<file path="src/hw/rtl/gtu_pkg.sv">
// Package with the word types and codes of the tag unpacker.
`default_nettype none

package gtu_pkg;

	typedef enum logic [2:0] {
		KIND_TAG             = 3'd0,
		KIND_WRITE           = 3'd1,
		KIND_BAD_FORMAT      = 3'd2,
		KIND_BAD_REGISTER    = 3'd3,
		KIND_DATA_BAD_FORMAT = 3'd4
	} kind_t;

	typedef enum logic [1:0] {
		FMT_PACKED = 2'd0,
		FMT_REGLIST = 2'd1,
		FMT_IMAGE = 2'd2,
		FMT_DISABLED = 2'd3
	} format_t;

	localparam logic [3:0] REG_PRIM = 4'h0;
	localparam logic [3:0] REG_AD   = 4'hE;

	localparam int XFER_W  = 19;
	localparam int LOOPS_W = 15;
	localparam int COUNT_W = 5;
	localparam int POS_W   = 4;

	typedef struct packed {
		logic [63:0] quad_high;
		logic [63:0] quad_low;
	} quad_t;

	typedef struct packed {
		kind_t       result_kind;
		logic [7:0]  target_address;
		logic [63:0] write_value;
		logic        end_of_packet;
	} result_t;

endpackage

`default_nettype wire

</file>
<file path="src/hw/rtl/gtu_if.sv">
// Valid/ready channel interfaces for the quadword input and the result output.
`default_nettype none

interface gtu_quad_if;
	import gtu_pkg::*;
	logic  valid;
	logic  ready;
	quad_t data;
	modport source (output valid, output data, input ready);
	modport sink (input valid, input data, output ready);
endinterface

interface gtu_result_if;
	import gtu_pkg::*;
	logic    valid;
	logic    ready;
	result_t data;
	modport source (output valid, output data, input ready);
	modport sink (input valid, input data, output ready);
endinterface

`default_nettype wire

</file>
<file path="src/hw/rtl/gtu_core.sv">
// Tag state registers and the per-word decode of the packed tag stream.
`default_nettype none

module gtu_core (
	input  wire              clk,
	input  wire              arst_n,
	input  wire              step,
	input  gtu_pkg::quad_t   quad,
	output gtu_pkg::result_t result
);
	import gtu_pkg::*;

	logic [XFER_W-1:0]  xfer_q, xfer_d;
	format_t            fmt_q, fmt_d;
	logic [COUNT_W-1:0] count_q, count_d;
	logic [63:0]        list_q, list_d;
	logic [POS_W-1:0]   pos_q, pos_d;

	logic [LOOPS_W-1:0]         loops;
	logic [COUNT_W-1:0]         tag_count;
	logic [LOOPS_W+COUNT_W-1:0] product;
	logic [3:0]                 code;
	logic [COUNT_W-1:0]         pos_inc;

	assign loops     = quad.quad_low[LOOPS_W-1:0];
	assign tag_count = (quad.quad_low[63:60] == 4'd0) ? 5'd16 : {1'b0, quad.quad_low[63:60]};
	assign product   = {{COUNT_W{1'b0}}, loops} * {{LOOPS_W{1'b0}}, tag_count};
	assign code      = list_q[{pos_q, 2'b00} +: 4];
	assign pos_inc   = {1'b0, pos_q} + 5'd1;

	always_comb begin
		result  = '0;
		xfer_d  = xfer_q;
		fmt_d   = fmt_q;
		count_d = count_q;
		list_d  = list_q;
		pos_d   = pos_q;
		if (xfer_q == '0) begin
			// A tag word: load the new tag, the count only runs in packed format.
			result.end_of_packet = quad.quad_low[15];
			fmt_d   = format_t'(quad.quad_low[59:58]);
			list_d  = quad.quad_high;
			pos_d   = '0;
			count_d = tag_count;
			if (format_t'(quad.quad_low[59:58]) == FMT_PACKED) begin
				xfer_d             = product[XFER_W-1:0];
				result.result_kind = KIND_TAG;
			end else begin
				result.result_kind = KIND_BAD_FORMAT;
			end
		end else begin
			if (fmt_q == FMT_PACKED) begin
				case (code)
					REG_PRIM: begin
						result.result_kind = KIND_WRITE;
						result.write_value = {53'd0, quad.quad_low[10:0]};
					end
					REG_AD: begin
						result.result_kind    = KIND_WRITE;
						result.target_address = quad.quad_high[7:0];
						result.write_value    = quad.quad_low;
					end
					default: begin
						result.result_kind = KIND_BAD_REGISTER;
					end
				endcase
				pos_d = (pos_inc == count_q) ? '0 : pos_inc[POS_W-1:0];
			end else begin
				result.result_kind = KIND_DATA_BAD_FORMAT;
			end
			xfer_d = xfer_q - 19'd1;
		end
	end

	always_ff @(posedge clk or negedge arst_n) begin
		if (!arst_n) begin
			xfer_q  <= '0;
			fmt_q   <= FMT_PACKED;
			count_q <= '0;
			list_q  <= '0;
			pos_q   <= '0;
		end else if (step) begin
			xfer_q  <= xfer_d;
			fmt_q   <= fmt_d;
			count_q <= count_d;
			list_q  <= list_d;
			pos_q   <= pos_d;
		end
	end

endmodule

`default_nettype wire

</file>
<file path="src/hw/rtl/giftag_packed_unpacker.sv">
// A word accepted at the input is held in the input register; its result is loaded
// into the result register once that register is empty or being taken, then offered.
// Throughput: one word per cycle while results are taken; the input register frees whenever the result
// register is empty or being taken, so both sides run at full rate unless the result side stalls.
// Reset clears the valid flags and the tag state, so the first word is read as a tag.
`default_nettype none

module giftag_packed_unpacker (
	input  wire          clk,
	input  wire          arst_n,
	gtu_quad_if.sink     quad,
	gtu_result_if.source result
);
	import gtu_pkg::*;

	logic    valid_s1;
	quad_t   quad_s1;
	logic    valid_s2;
	result_t result_s2;
	result_t decoded;
	logic    advance;
	logic    load_s2;

	assign advance    = !valid_s2 || result.ready;
	assign load_s2    = valid_s1 && advance;
	assign quad.ready = !valid_s1 || advance;

	gtu_core u_core (
		.clk    (clk),
		.arst_n (arst_n),
		.step   (load_s2),
		.quad   (quad_s1),
		.result (decoded)
	);

	always_ff @(posedge clk or negedge arst_n) begin
		if (!arst_n) begin
			valid_s1 <= 1'b0;
			valid_s2 <= 1'b0;
		end else begin
			if (quad.ready) begin
				valid_s1 <= quad.valid;
			end
			if (advance) begin
				valid_s2 <= valid_s1;
			end
		end
	end

	always_ff @(posedge clk) begin
		if (quad.valid && quad.ready) begin
			quad_s1 <= quad.data;
		end
		if (load_s2) begin
			result_s2 <= decoded;
		end
	end

	assign result.valid = valid_s2;
	assign result.data  = result_s2;

	// A word waiting in the input register must not change while the result side stalls.
	assert property (@(posedge clk) disable iff (!arst_n)
		valid_s1 && !advance |=> valid_s1 && $stable(quad_s1))
		else $error("input word changed while stalled");

	// Only register writes carry an address or a value.
	assert property (@(posedge clk) disable iff (!arst_n)
		valid_s2 && result_s2.result_kind != KIND_WRITE |->
		result_s2.target_address == 8'd0 && result_s2.write_value == 64'd0)
		else $error("address or value set on a non-write result");

	// A non-packed tag leaves no transfers, so data under a bad format never appears.
	assert property (@(posedge clk) disable iff (!arst_n)
		valid_s2 |-> result_s2.result_kind != KIND_DATA_BAD_FORMAT)
		else $error("data word reported under an unsupported format");

	// With the result register empty the input side always takes a word.
	assert property (@(posedge clk) disable iff (!arst_n)
		!valid_s2 |-> quad.ready)
		else $error("input stalled with an empty result register");

endmodule

`default_nettype wire

</file>
<file path="src/flat_wrapper.sv">
// flat-port wrapper written by rule: the top's interface ports become plain ports
module giftag_packed_unpacker_flat import gtu_pkg::*;
  (clk, arst_n, quad_valid, quad_data, quad_ready, result_valid, result_data, result_ready);
  gtu_quad_if quad_i ();
  gtu_result_if result_i ();
  input  wire clk;
  input  wire arst_n;
  input wire logic [$bits(quad_i.valid)-1:0] quad_valid;
  input wire logic [$bits(quad_i.data)-1:0] quad_data;
  output wire logic [$bits(quad_i.ready)-1:0] quad_ready;
  output wire logic [$bits(result_i.valid)-1:0] result_valid;
  output wire logic [$bits(result_i.data)-1:0] result_data;
  input wire logic [$bits(result_i.ready)-1:0] result_ready;
  assign quad_i.valid = quad_valid;
  assign quad_i.data = quad_data;
  assign quad_ready = quad_i.ready;
  assign result_valid = result_i.valid;
  assign result_data = result_i.data;
  assign result_i.ready = result_ready;
  giftag_packed_unpacker u_core (.clk(clk), .arst_n(arst_n), .quad(quad_i), .result(result_i));
endmodule
</file>
<file path="config.mk">
export PLATFORM = sky130hd
export DESIGN_NAME = giftag_packed_unpacker_flat
export DESIGN_NICKNAME = d
export VERILOG_FILES = /design/src/hw/rtl/gtu_pkg.sv /design/src/hw/rtl/gtu_if.sv /design/src/hw/rtl/gtu_core.sv /design/src/hw/rtl/giftag_packed_unpacker.sv /design/src/flat_wrapper.sv
export SDC_FILE = /design/constraint.sdc
export NUM_CORES = 1
export LEC_CHECK = 0
export BUFFER_PORTS_ARGS = -buffer_cell sky130_fd_sc_hd__clkbuf_2
export CAP_MARGIN = 40
export CORE_MARGIN = 2
export CORE_UTILIZATION = 53
export CTS_CLUSTER_SIZE = 25
export DETAILED_ROUTE_END_ITERATION = 10
export PLACE_DENSITY = 0.86
export SLEW_MARGIN = 40
export SYNTH_ARGS = -nofsm -noshare
export SYNTH_HDL_FRONTEND = slang
export SYNTH_SLANG_ARGS = --single-unit
</file>
<file path="constraint.sdc">
create_clock -name clk -period 9.6 [get_ports clk]
set_clock_uncertainty 0.05 [all_clocks]
set_input_delay 0.96 -clock clk [delete_from_list [all_inputs] [get_ports clk]]
set_output_delay 0.96 -clock clk [all_outputs]
set_load 0.005 [all_outputs]
</file>
==> run_results.csv, run 1 <==
group,metric,value,unit
final_layout,stdcell_count,1507,
setup_path,crit_family,"adder cells",
setup_path,path_buf_inv,3,
yosys,ys_seq_elements,300,
clock_tree,cts.clk_slew.worst_paths,70,ps
drt,drt.antenna.violating_nets,0,
yosys,yosysSeqAreaShare,0.633,
yosys,yosys.area.top_type,"edfxtp_1",
setup_path,path_common_cell,"fa_1",
yosys,yosysUniqueCellTypes,53,
sta,min_period_over_period,0.544,
setup_path,r2r-start,"u_core.quad_s1[61]",
setup_path,crit_path_cell_trace,"nor4_4 -> buf_4 -> and2_1 -> fa_1 -> fa_1 -> inv_1 -> fa_1 -> inv_1 -> ha_1 -> a21o_1 -> a21oi_1 -> nor2_1 -> a2111oi_1 -> o21ai_0 -> xnor2_1 -> o21ai_0",
yosys,avgSynthCellArea,14.4,sq um
sta,tns,0,ps
setup_path,slowest_delay,640,ps
yosys,synth_top_area_frac,0.454,
final_layout,n_antenna_cell,0,
placed_design,hpwl,18900,um
clock_tree,worstSkewPairLatency,580,ps
floorplan,ios,210,
drt,wl_per_cell,18.2,um
yosys,synth_edf_count,204,
yosys,synth_ff_type,"edfxtp_1",
setup_path,startpoint_type,"register",
setup_path,slowest_stage,"edfxtp_1",
floorplan,die_w,163,um
yosys,async_flop_share,0.320,
sta,timing.fmax,192,MHz
yosys,yosys_warnings,0,
placed_design,portBuffers,209,
floorplan,die_height,163,um
floorplan,placementRows,58,
yosys,synth_area,13500,sq um
setup_path,path_max_fanout,18,
grt,grt_pass1_vias,8361,
sta,maxSlewViolCount,0,
sta,final.min_clock_period,5220,ps
clock_tree,cts_inserted_buffers,30,
clock_tree,cts_tree,"yes",
sta,setup_viol,0,
clock_tree,htree_num_levels,1,
clock_tree,clkSinkCount,300,
power_and_ir_drop,power.density,252,nW/um^2
grt,antenna_found_initial,0,
setup_path,timing.rr.end,"u_core.u_core.xfer_q[18]",
flow_run,maxCapViolations,0,
drt,drtIter0Drc,471,
setup_path,end_kind,"register",
sta,rsz0062_at_grt,"false",
power_and_ir_drop,power_leakage,7.09,nW
clock_tree,postCtsSetupRepairBufs,0,
drt,drc_errors,0,
final_layout,layout.nets,1352,
sta,slew_headroom,0.493,
grt,grt_first_pass_wirelength,42800,um
drt,num_vias,8142,
final_layout,drive_gt1_frac,0.316,
hold_path,hp-class,"in -> async",
clock_tree,clockBufferDepth,3,
grt,grt_start_max_net_pins,82,
yosys,synthCells,936,
drt,wirelength,27400,um
drt,drt_pass1_iterations,5,
setup_path,r2r_cells,16,
sta,hold_viol,0,
clock_tree,cts-root-buf,"clkbuf_16",
power_and_ir_drop,irDropWorstVdd,187,uV
clock_tree,postCtsHoldBufs,0,
drt,vias_per_cell,5.40,
setup_path,critPathArrivalTime,5580,ps
setup_path,crit_type,"reg -> reg",
sta,tightest_slew,761,ps
floorplan,start_util,0.537,
placed_design,dp.cells,1448,
setup_path,required,9960,ps
placed_design,place_congestion,0.852,
yosys,syn-num-nets,1135,
floorplan,coreArea,25100,sq um
grt,grt_usage,0.204,
floorplan,dieArea,26700,sq um
setup_path,reg2reg_slack,4380,ps
yosys,synthTopCellsByArea,"edfxtp_1 (45%), dfrtp_1 (18%), mux2_2 (6.0%), and2_1 (5.8%), fa_1 (5.6%)",
final_layout,syn_to_final_growth,19.6,%
outcome,status,"complete, no violations",
grt,grt_overflow,0,
clock_tree,cts_resized,0,
==> report_power, final <==
part | switching, mW | total (mW) | internal, mW | leakage [nW]
sequential | 0.167 | 1.84 | 1.67 | 3.28
combinational | 0.481 | 0.928 | 0.448 | 3.27
clock | 0.500 | 1.30 | 0.796 | 0.539
total | 1.15 | 4.06 | 2.91 | 7.09
==> through the flow <==
step / setup slack (ps) / utilization / hold WS [ps] / instance area (sq um) / power [mW]
finish: 4380 / 0.642 / 228 / 16100 / 4.06
global route: 3950 / 0.642 / 232 / 16100 / 4.26
CTS: 3880 / 0.639 / 220 / 16100 / 4.08
detailed placement: 3970 / 0.595 / 415 / 14900 / 2.77
global placement: 3890 / 0.592 / 408 / 14900 / 2.71
floorplan: 4640 / - / 405 / 13500 / 2.47
==> per-layer routing <==
layer  up-vias  track usage  part of all wire
met4         0       0.0670             0.033
met1      4062        0.254              0.39
met3        60       0.0297             0.047
li1       3762            -                 -
met2       258        0.368              0.53
met5         -            0                 0
==> worst register-to-register path, delay by kind of cell (launching register included) <==
kind                     cells  cell delay, ps
adder cells (fa/ha/maj)      4            1840
AO/OA/AOI/OAI                5            1280
AND/OR/NAND/NOR              3             710
flip-flops                   1             640
buffers and inverters        3             360
XOR/XNOR                     1             180
==> kinds of logic after synthesis <==
family	count (synthesis)	synth area share
muxes	89	0.0877
xor gates and xnor gates	19	0.0123
AOI/OAI and AO/OA	102	0.0473
buffers and inverters	97	0.0284
and+or+nand+nor	262	0.108
adders and majority gates	67	0.0833
DFF	300	0.633
==> final cells by class <==
cell class | count | area [sq um]
Multi-Input combinational cell | 539 | 4620
Clock buffer | 34 | 766
Clock inverter | 22 | 357
Fill cell | 1825 | 8990
Inverter | 62 | 234
Sequential cell | 300 | 8530
Tap cell | 330 | 413
Timing Repair Buffer | 220 | 1200
==> cell usage in the layout, fill, tap and decap left out, types with 4 or more instances in the layout <==
master and n:
a21o_1 10, a21oi_1 21, a22oi_1 7, a31oi_1 5, and2_1 125, buf_4 5, bufinv_16 8, clkbuf_1 4
clkbuf_16 30, clkbuf_2 208, clkinv_2 5, dfrtp_1 95, edfxtp_1 204, fa_1 38, ha_1 29, inv_1 61
mux2_2 72, mux4_2 16, nand2_1 44, nand2b_1 7, nand3_1 11, nand4_1 4, nor2_1 23, nor2b_1 6
nor3_1 16, o21ai_0 33, o31ai_1 6, or3_1 6, xnor2_1 13, xor2_1 6
==> how the worst max path moves through the flow <==
stage                       start                  endpoint  slack [ps]  depth (start not counted)
6_report       u_core.quad_s1[61]  u_core.u_core.xfer_q[18]        4380                         16
5_1_grt        u_core.quad_s1[61]  u_core.u_core.xfer_q[16]        3950                         15
4_1_cts        u_core.quad_s1[61]  u_core.u_core.xfer_q[18]        3880                         14
3_5_place_dp   u_core.quad_s1[60]  u_core.u_core.xfer_q[18]        3970                         14
3_3_place_gp   u_core.quad_s1[60]  u_core.u_core.xfer_q[18]        3890                         14
2_1_floorplan  u_core.quad_s1[60]  u_core.u_core.xfer_q[16]        4640                         17
==> synth_stat cells (all sizes together), types with 3 or more instances <==
cell / count
edfxtp: 204
and2: 126
dfrtp: 96
mux2: 73
inv: 62
nand2: 45
fa: 38
o21ai: 34
ha: 29
clkbuf: 25
nor2: 25
a21oi: 21
nor3: 18
mux4: 16
xnor2: 13
nand3: 11
a21o: 10
buf: 10
a22oi: 7
nand2b: 7
nor2b: 7
or3: 7
o31ai: 6
xor2: 6
a31oi: 5
nand4: 4
nor4: 3
o2111ai: 3
o21a: 3
or4: 3
==> sequential cells by signal, indices dropped and copies added, names as in the netlist <==
register	count
u_core.result.data	76
u_core.u_core.fmt_q	2
u_core.result.valid	1
u_core.u_core.pos_q	4
u_core.u_core.list_q	64
u_core.valid_s1	1
u_core.u_core.xfer_q	19
u_core.u_core.count_q	5
u_core.quad_s1	128
Power figures use the tool's default switching activity.
==> run 2, diff against run 1 <==
--- a/config.mk
+++ b/config.mk
@@ -5,13 +5,14 @@
 export SDC_FILE = /design/constraint.sdc
 export NUM_CORES = 1
 export LEC_CHECK = 0
+export ABC_AREA = 1
 export BUFFER_PORTS_ARGS = -buffer_cell sky130_fd_sc_hd__clkbuf_2
 export CAP_MARGIN = 40
 export CORE_MARGIN = 2
-export CORE_UTILIZATION = 53
+export CORE_UTILIZATION = 52
 export CTS_CLUSTER_SIZE = 25
 export DETAILED_ROUTE_END_ITERATION = 10
-export PLACE_DENSITY = 0.86
+export PLACE_DENSITY = 0.88
 export SLEW_MARGIN = 40
 export SYNTH_ARGS = -nofsm -noshare
 export SYNTH_HDL_FRONTEND = slang
==> constraint.sdc (replaced) <==
create_clock -name clk -period 4.3 [get_ports clk]
set_clock_uncertainty 0.05 [all_clocks]
set_input_delay 0.43 -clock clk [delete_from_list [all_inputs] [get_ports clk]]
set_output_delay 0.43 -clock clk [all_outputs]
set_load 0.005 [all_outputs]
==> run_results.csv, run 2 <==
group,metric,value,unit
clock_tree,worstSkewPairLatency,580,ps
yosys,ys_seq_elements,300,
yosys,syn-num-nets,1575,
yosys,synth.most_common_cell,"nand2_1",
flow_run,maxCapViolations,0,
yosys,synth_ff_type,"edfxtp_1",
drt,num_vias,11300,
clock_tree,cts-root-buf,"clkbuf_16",
sta,final.min_clock_period,4120,ps
grt,grt_pass1_vias,11700,
grt,grt_usage,0.268,
power_and_ir_drop,irDropWorstVdd,408,uV
grt,grt_start_max_net_pins,87,
placed_design,hpwl,22600,um
final_layout,final_cell_mix,"nand2_1 (328), inv_1 (245), clkbuf_2 (208), edfxtp_1 (204), dlygate4sd3_1 (122)",
setup_path,critPathArrivalTime,4530,ps
floorplan,placementRows,60,
yosys,yosysUniqueCellTypes,34,
yosys,synthTopCellsByArea,"edfxtp_1 (42%), dfrtp_1 (17%), nand2_1 (8.6%), inv_1 (6.5%), fa_1 (5.3%)",
setup_path,r2r_cells,22,
yosys,yosys_warnings,0,
setup_path,required,4710,ps
final_layout,drive_gt1_frac,0.206,
drt,vias_per_cell,5.35,
floorplan,die_height,171,um
setup_path,reg2reg_slack,180,ps
final_layout,largest_register_ffs,128,
final_layout,syn_to_final_growth,25.3,%
final_layout,final_common_cell,"nand2_1",
floorplan,ios,210,
hold_path,holdPathEnd,"u_core.quad_s1[97]",
hold_path,min_from,"quad_data[97]",
yosys,synth_area,14400,sq um
floorplan,start_util,0.532,
yosys,async_flop_share,0.320,
yosys,avgSynthCellArea,10.5,sq um
drt,drt_pass1_iterations,6,
clock_tree,htree_num_levels,1,
power_and_ir_drop,power_leakage,8.89,nW
placed_design,dp.cells,1929,
placed_design,portBuffers,209,
yosys,synth_edf_count,204,
grt,grt_first_pass_wirelength,60400,um
floorplan,dieArea,29100,sq um
sta,maxSlewViolCount,0,
sta,tightest_slew,786,ps
drt,drt.antenna.violating_nets,0,
clock_tree,cts_inserted_buffers,30,
sta,slew_headroom,0.476,
drt,drtIter0Drc,1208,
sta,min_period_over_period,0.958,
final_layout,final_design_area_no_fill,18100,sq um
sta,hold_viol,0,
grt,antenna_found_initial,0,
placed_design,pre_cts_slack,27.0,ps
sta,rsz0062_at_grt,"true",
final_layout,stdcell_count,2107,
yosys,yosys.area.top_type,"edfxtp_1",
sta,hold_ws,9.93,ps
placed_design,place_area,15800,sq um
power_and_ir_drop,power.density,497,nW/um^2
setup_path,r2r-start,"u_core.quad_s1[63]",
drt,wirelength,39100,um
grt,grt_overflow,0,
sta,setup_ws,182,ps
yosys,yosysSeqAreaShare,0.591,
final_layout,largest-register,"u_core.quad_s1",
yosys,synth_top_area_frac,0.425,
hold_path,hp-class,"in -> reg",
clock_tree,cts.clk_slew.worst_paths,70,ps
setup_path,timing.rr.end,"u_core.u_core.xfer_q[17]",
setup_path,end_kind,"register",
setup_path,startpoint_type,"register",
drt,drc_errors,0,
floorplan,die_w,171,um
setup_path,crit_type,"reg -> reg",
clock_tree,cts_tree,"yes",
clock_tree,clockBufferDepth,3,
yosys,synthCells,1376,
yosys,synthTopCellsByCount,"nand2_1 (329), inv_1 (248), edfxtp_1 (204)",
placed_design,place_congestion,0.898,
clock_tree,clkSinkCount,300,
floorplan,coreArea,27100,sq um
drt,wl_per_cell,18.5,um
final_layout,layout.nets,1912,
sta,setup_viol,0,
hold_path,worstHoldPathCells,1,
outcome,status,"complete, no violations",
sta,timing.fmax,243,MHz
setup_path,path_max_fanout,14,
-- run 2: changes by cell type in the layout (fill, tap and decap cells not counted), moves of 11 or more --
cell           previous run  this run
dlygate4sd3_1             0       122
and2_1                  125         2
inv_1                    61       245
mux4_2                   16         0
nand3_1                  11        80
mux2_2                   72        46
nor2_1                   23       112
nand2_1                  44       328
nor3_1                   16         5
-- run 2: worst max-delay path, stage by stage, from the launching register on --
cell      delay (ps)
edfxtp_1         420
inv_2            130
nand4_1          110
buf_6            180
nor2_2           100
fa_1             460
fa_1             560
inv_1             60
fa_1             550
inv_1             50
ha_1             290
buf_4            140
nand2_1           50
nor2_1           110
nand3_1          110
nand2_2          130
nand2_1          110
nand2_1           80
nand2_1           60
nand3_1          100
nand2_1           60
nand2_1           50
nand2_1           60
-- run 2: power breakdown --
part	switching, mW	internal (mW)
sequential	0.304	3.55
combinational	1.62	0.940
clock	1.16	1.40
total	3.09	5.90
-- run 2: layout make-up --
cell class,instances,area (sq um)
diodes,1,2.50
clock buffers,33,762
clock inverters,20,180
fillers,1847,9030
inverters,252,955
multi-input cells,780,4740
flip-flops and latches,300,8530
well taps,372,465
repair buffers,349,2430
-- run 2: how the worst max path moves through the flow --
stage | slack [ps] | depth (start not counted) | start | to
global route | -20 | 20 | u_core.quad_s1[63] | u_core.u_core.xfer_q[17]
finish | 180 | 22 | u_core.quad_s1[63] | u_core.u_core.xfer_q[17]
detailed placement | 30 | 19 | u_core.quad_s1[63] | u_core.u_core.xfer_q[8]
global placement | 130 | 21 | u_core.quad_s1[63] | u_core.u_core.xfer_q[12]
CTS | 60 | 19 | u_core.quad_s1[63] | u_core.u_core.xfer_q[8]
floorplan | 120 | 22 | u_core.quad_s1[63] | u_core.u_core.xfer_q[12]
-- run 2: logic make-up (layout without fill, tap and decap cells) --
group / count (synthesis) / in the layout / synth area share
AOI/OAI and AO/OA: 78 / 78 / 0.0279
xor gates and xnor gates: 22 / 22 / 0.0134
adders and majority gates: 67 / 67 / 0.0779
buffers and inverters: 296 / 654 / 0.0839
DFF: 300 / 300 / 0.591
muxes: 56 / 56 / 0.0463
other: 0 / 1 / 0
and+or+nand+nor: 557 / 557 / 0.159
-- run 2: what timing repair did --
action | 4_1_cts | 5_1_grt
hold endpoints to repair | 179 | 4
hold buffers | 118 | 4
resized for setup | 1 | 20
buffers inserted | 0 | 2
setup endpoints to repair | 1 | 11
pin swaps | 0 | 2
gates cloned | 0 | 0
-- run 2: routing by layer --
metal | wire [um] | up-vias | track usage | share of wire
li1 | - | 5031 | - | -
met1 | 14000 | 5420 | 0.319 | 0.36
met2 | 19600 | 669 | 0.464 | 0.50
met3 | 3450 | 145 | 0.0514 | 0.088
met4 | 2010 | 0 | 0.140 | 0.051
met5 | 0 | - | 0 | 0
-- run 2: per-stage QoR --
| stage | setup TNS [ps] | total power [mW] | util |
|---|---|---|---|
| 3_5_place_dp | 0 | 6.20 | 0.584 |
| 3_3_place_gp | 0 | 6.08 | 0.583 |
| 4_1_cts | 0 | 8.79 | 0.662 |
| 5_1_grt | -18.0 | 9.41 | 0.667 |
| 2_1_floorplan | 0 | 5.47 | - |
| 6_report | 0 | 8.98 | 0.667 |
==> run 3, diff against run 2 <==
==> constraint.sdc (replaced) <==
create_clock -name clk -period 3.65 [get_ports clk]
set_clock_uncertainty 0.05 [all_clocks]
set_input_delay 0.365 -clock clk [delete_from_list [all_inputs] [get_ports clk]]
set_output_delay 0.365 -clock clk [all_outputs]
set_load 0.005 [all_outputs]
==> run_results.csv, run 3 (synthesized netlist as in run 2, its figures left out) <==
group,metric,value,unit
final_layout,n_antenna_cell,0,
setup_path,r2r_cells,24,
floorplan,die_height,171,um
clock_tree,worstSkewPairLatency,600,ps
grt,antenna_found_initial,0,
drt,vias_per_cell,5.25,
placed_design,dp.cells,1958,
clock_tree,clkSinkCount,300,
final_layout,final_cell_mix,"nand2_1 (306), inv_1 (226), clkbuf_2 (208), edfxtp_1 (204), dlygate4sd3_1 (128)",
setup_path,cp-endpoint,"u_core.u_core.xfer_q[17]",
final_layout,seqCellArea,8530,sq um
final_layout,final_design_area_no_fill,18900,sq um
grt,grt_first_pass_wirelength,61200,um
setup_path,timing.rr.end,"u_core.u_core.xfer_q[17]",
final_layout,num-fill-cells,1766,
floorplan,dieArea,29100,sq um
drt,drt_pass1_iterations,6,
setup_path,path_max_fanout,6,
setup_path,r2r-start,"u_core.quad_s1[60]",
final_layout,stdcell_count,2151,
setup_path,critPathArrivalTime,4320,ps
hold_path,min_from,"quad_valid",
sta,timing.fmax,254,MHz
setup_path,startpoint_type,"register",
clock_tree,cts_tree,"yes",
setup_path,end_kind,"register",
hold_path,hp-class,"in -> reg",
sta,setup_ws,-281,ps
outcome,violations,"setup timing",
outcome,status,"complete, but fails checks",
final_layout,layout.nets,1954,
drt,drt.antenna.violating_nets,0,
floorplan,ios,210,
floorplan,coreArea,27100,sq um
sta,final.min_clock_period,3930,ps
final_layout,syn_to_final_growth,30.9,%
clock_tree,cts.clk_slew.worst_paths,60,ps
drt,wl_per_cell,18.1,um
placed_design,place_congestion,0.847,
clock_tree,cts_inserted_buffers,30,
sta,slew_headroom,0.478,
final_layout,largest-register,"u_core.quad_s1",
final_layout,multi_input_area,5130,sq um
drt,num_vias,11300,
power_and_ir_drop,irDropWorstVdd,508,uV
placed_design,place_area,16300,sq um
grt,grt_start_max_net_pins,87,
placed_design,pre_cts_slack,-327,ps
placed_design,hpwl,23400,um
drt,drtIter0Drc,1113,
sta,hold_viol,0,
floorplan,die_w,171,um
final_layout,drive_gt1_frac,0.270,
sta,maxSlewViolCount,0,
floorplan,start_util,0.532,
setup_path,reg2reg_slack,-280,ps
sta,tns,-2690,ps
flow_run,maxCapViolations,0,
clock_tree,cts-root-buf,"clkbuf_16",
grt,grt_overflow,0,
drt,wirelength,38800,um
setup_path,cp-startpoint,"u_core.quad_s1[60]",
setup_path,crit_type,"reg -> reg",
power_and_ir_drop,power_leakage,9.15,nW
grt,grt_pass1_vias,11700,
sta,min_period_over_period,1.08,
placed_design,portBuffers,209,
final_layout,largest_register_ffs,128,
clock_tree,htree_num_levels,1,
clock_tree,clockBufferDepth,3,
drt,drc_errors,0,
floorplan,placementRows,60,
setup_path,required,4040,ps
sta,hold_ws,34.1,ps
grt,grt_usage,0.272,
final_layout,final_common_cell,"nand2_1",
sta,rsz0062_at_grt,"true",
sta,setup_viol,14,
power_and_ir_drop,power.density,592,nW/um^2
sta,tightest_slew,783,ps
run 3: layout make-up:
| type | instances | area share |
|---|---|---|
| flip-flops and latches | 300 | 0.452 |
| multi-input cells | 780 | 0.272 |
| repair buffers | 391 | 0.148 |
| inverters | 252 | 0.0506 |
| clock buffers | 33 | 0.0409 |
| well taps | 372 | 0.0247 |
| clock inverters | 23 | 0.0121 |
run 3: timing repair:
item,in CTS,in global routing
pin swaps,33,20
hold buffers,128,0
gates cloned,1,0
buffers inserted,6,3
resized for setup,45,21
setup endpoints to repair,15,15
endpoints found under the hold margin,164,0
run 3: worst min path at each step:
stage | endpoint | cells after the start
2_1_floorplan | u_core.result.valid | 0
3_3_place_gp | u_core.u_core.list_q[25] | 1
3_5_place_dp | u_core.u_core.list_q[59] | 1
4_1_cts | u_core.quad_s1[60] | 1
5_1_grt | u_core.quad_s1[60] | 1
6_report | u_core.valid_s1 | 3
run 3: power by group:
| group | internal (mW) | total, mW | switching, mW |
|---|---|---|---|
| Clock | 1.75 | 3.13 | 1.38 |
| Sequential | 4.19 | 4.53 | 0.346 |
| Combinational | 1.42 | 3.50 | 2.08 |
run 3: per-stage QoR:
step / util / power (mW)
6_report: 0.696 / 11.2
5_1_grt: 0.696 / 11.7
4_1_cts: 0.693 / 11.0
3_5_place_dp: 0.601 / 7.60
3_3_place_gp: 0.600 / 7.47
2_1_floorplan: - / 6.60
run 3: metal layers:
layer / vias up / wire length [um] / track usage
met5: - / 0 / 0
met4: 0 / 1720 / 0.111
met3: 122 / 2930 / 0.0523
met2: 590 / 19800 / 0.477
met1: 5461 / 14300 / 0.332
li1: 5115 / - / -
run 3: critical path: stages (launching register included):
cell	delay, ps
edfxtp_1	410
inv_2	90
nand4_1	120
buf_6	170
buf_12	150
nor2_4	100
fa_1	430
fa_1	530
inv_1	70
fa_1	500
inv_2	50
ha_4	300
nand2_2	60
inv_2	60
nand2_1	50
nand2_1	70
inv_2	50
nor2_2	120
nor2_2	50
nand2_1	70
nand2_1	60
nand3_2	70
nand2_1	50
nand2_1	50
nand2_1	70
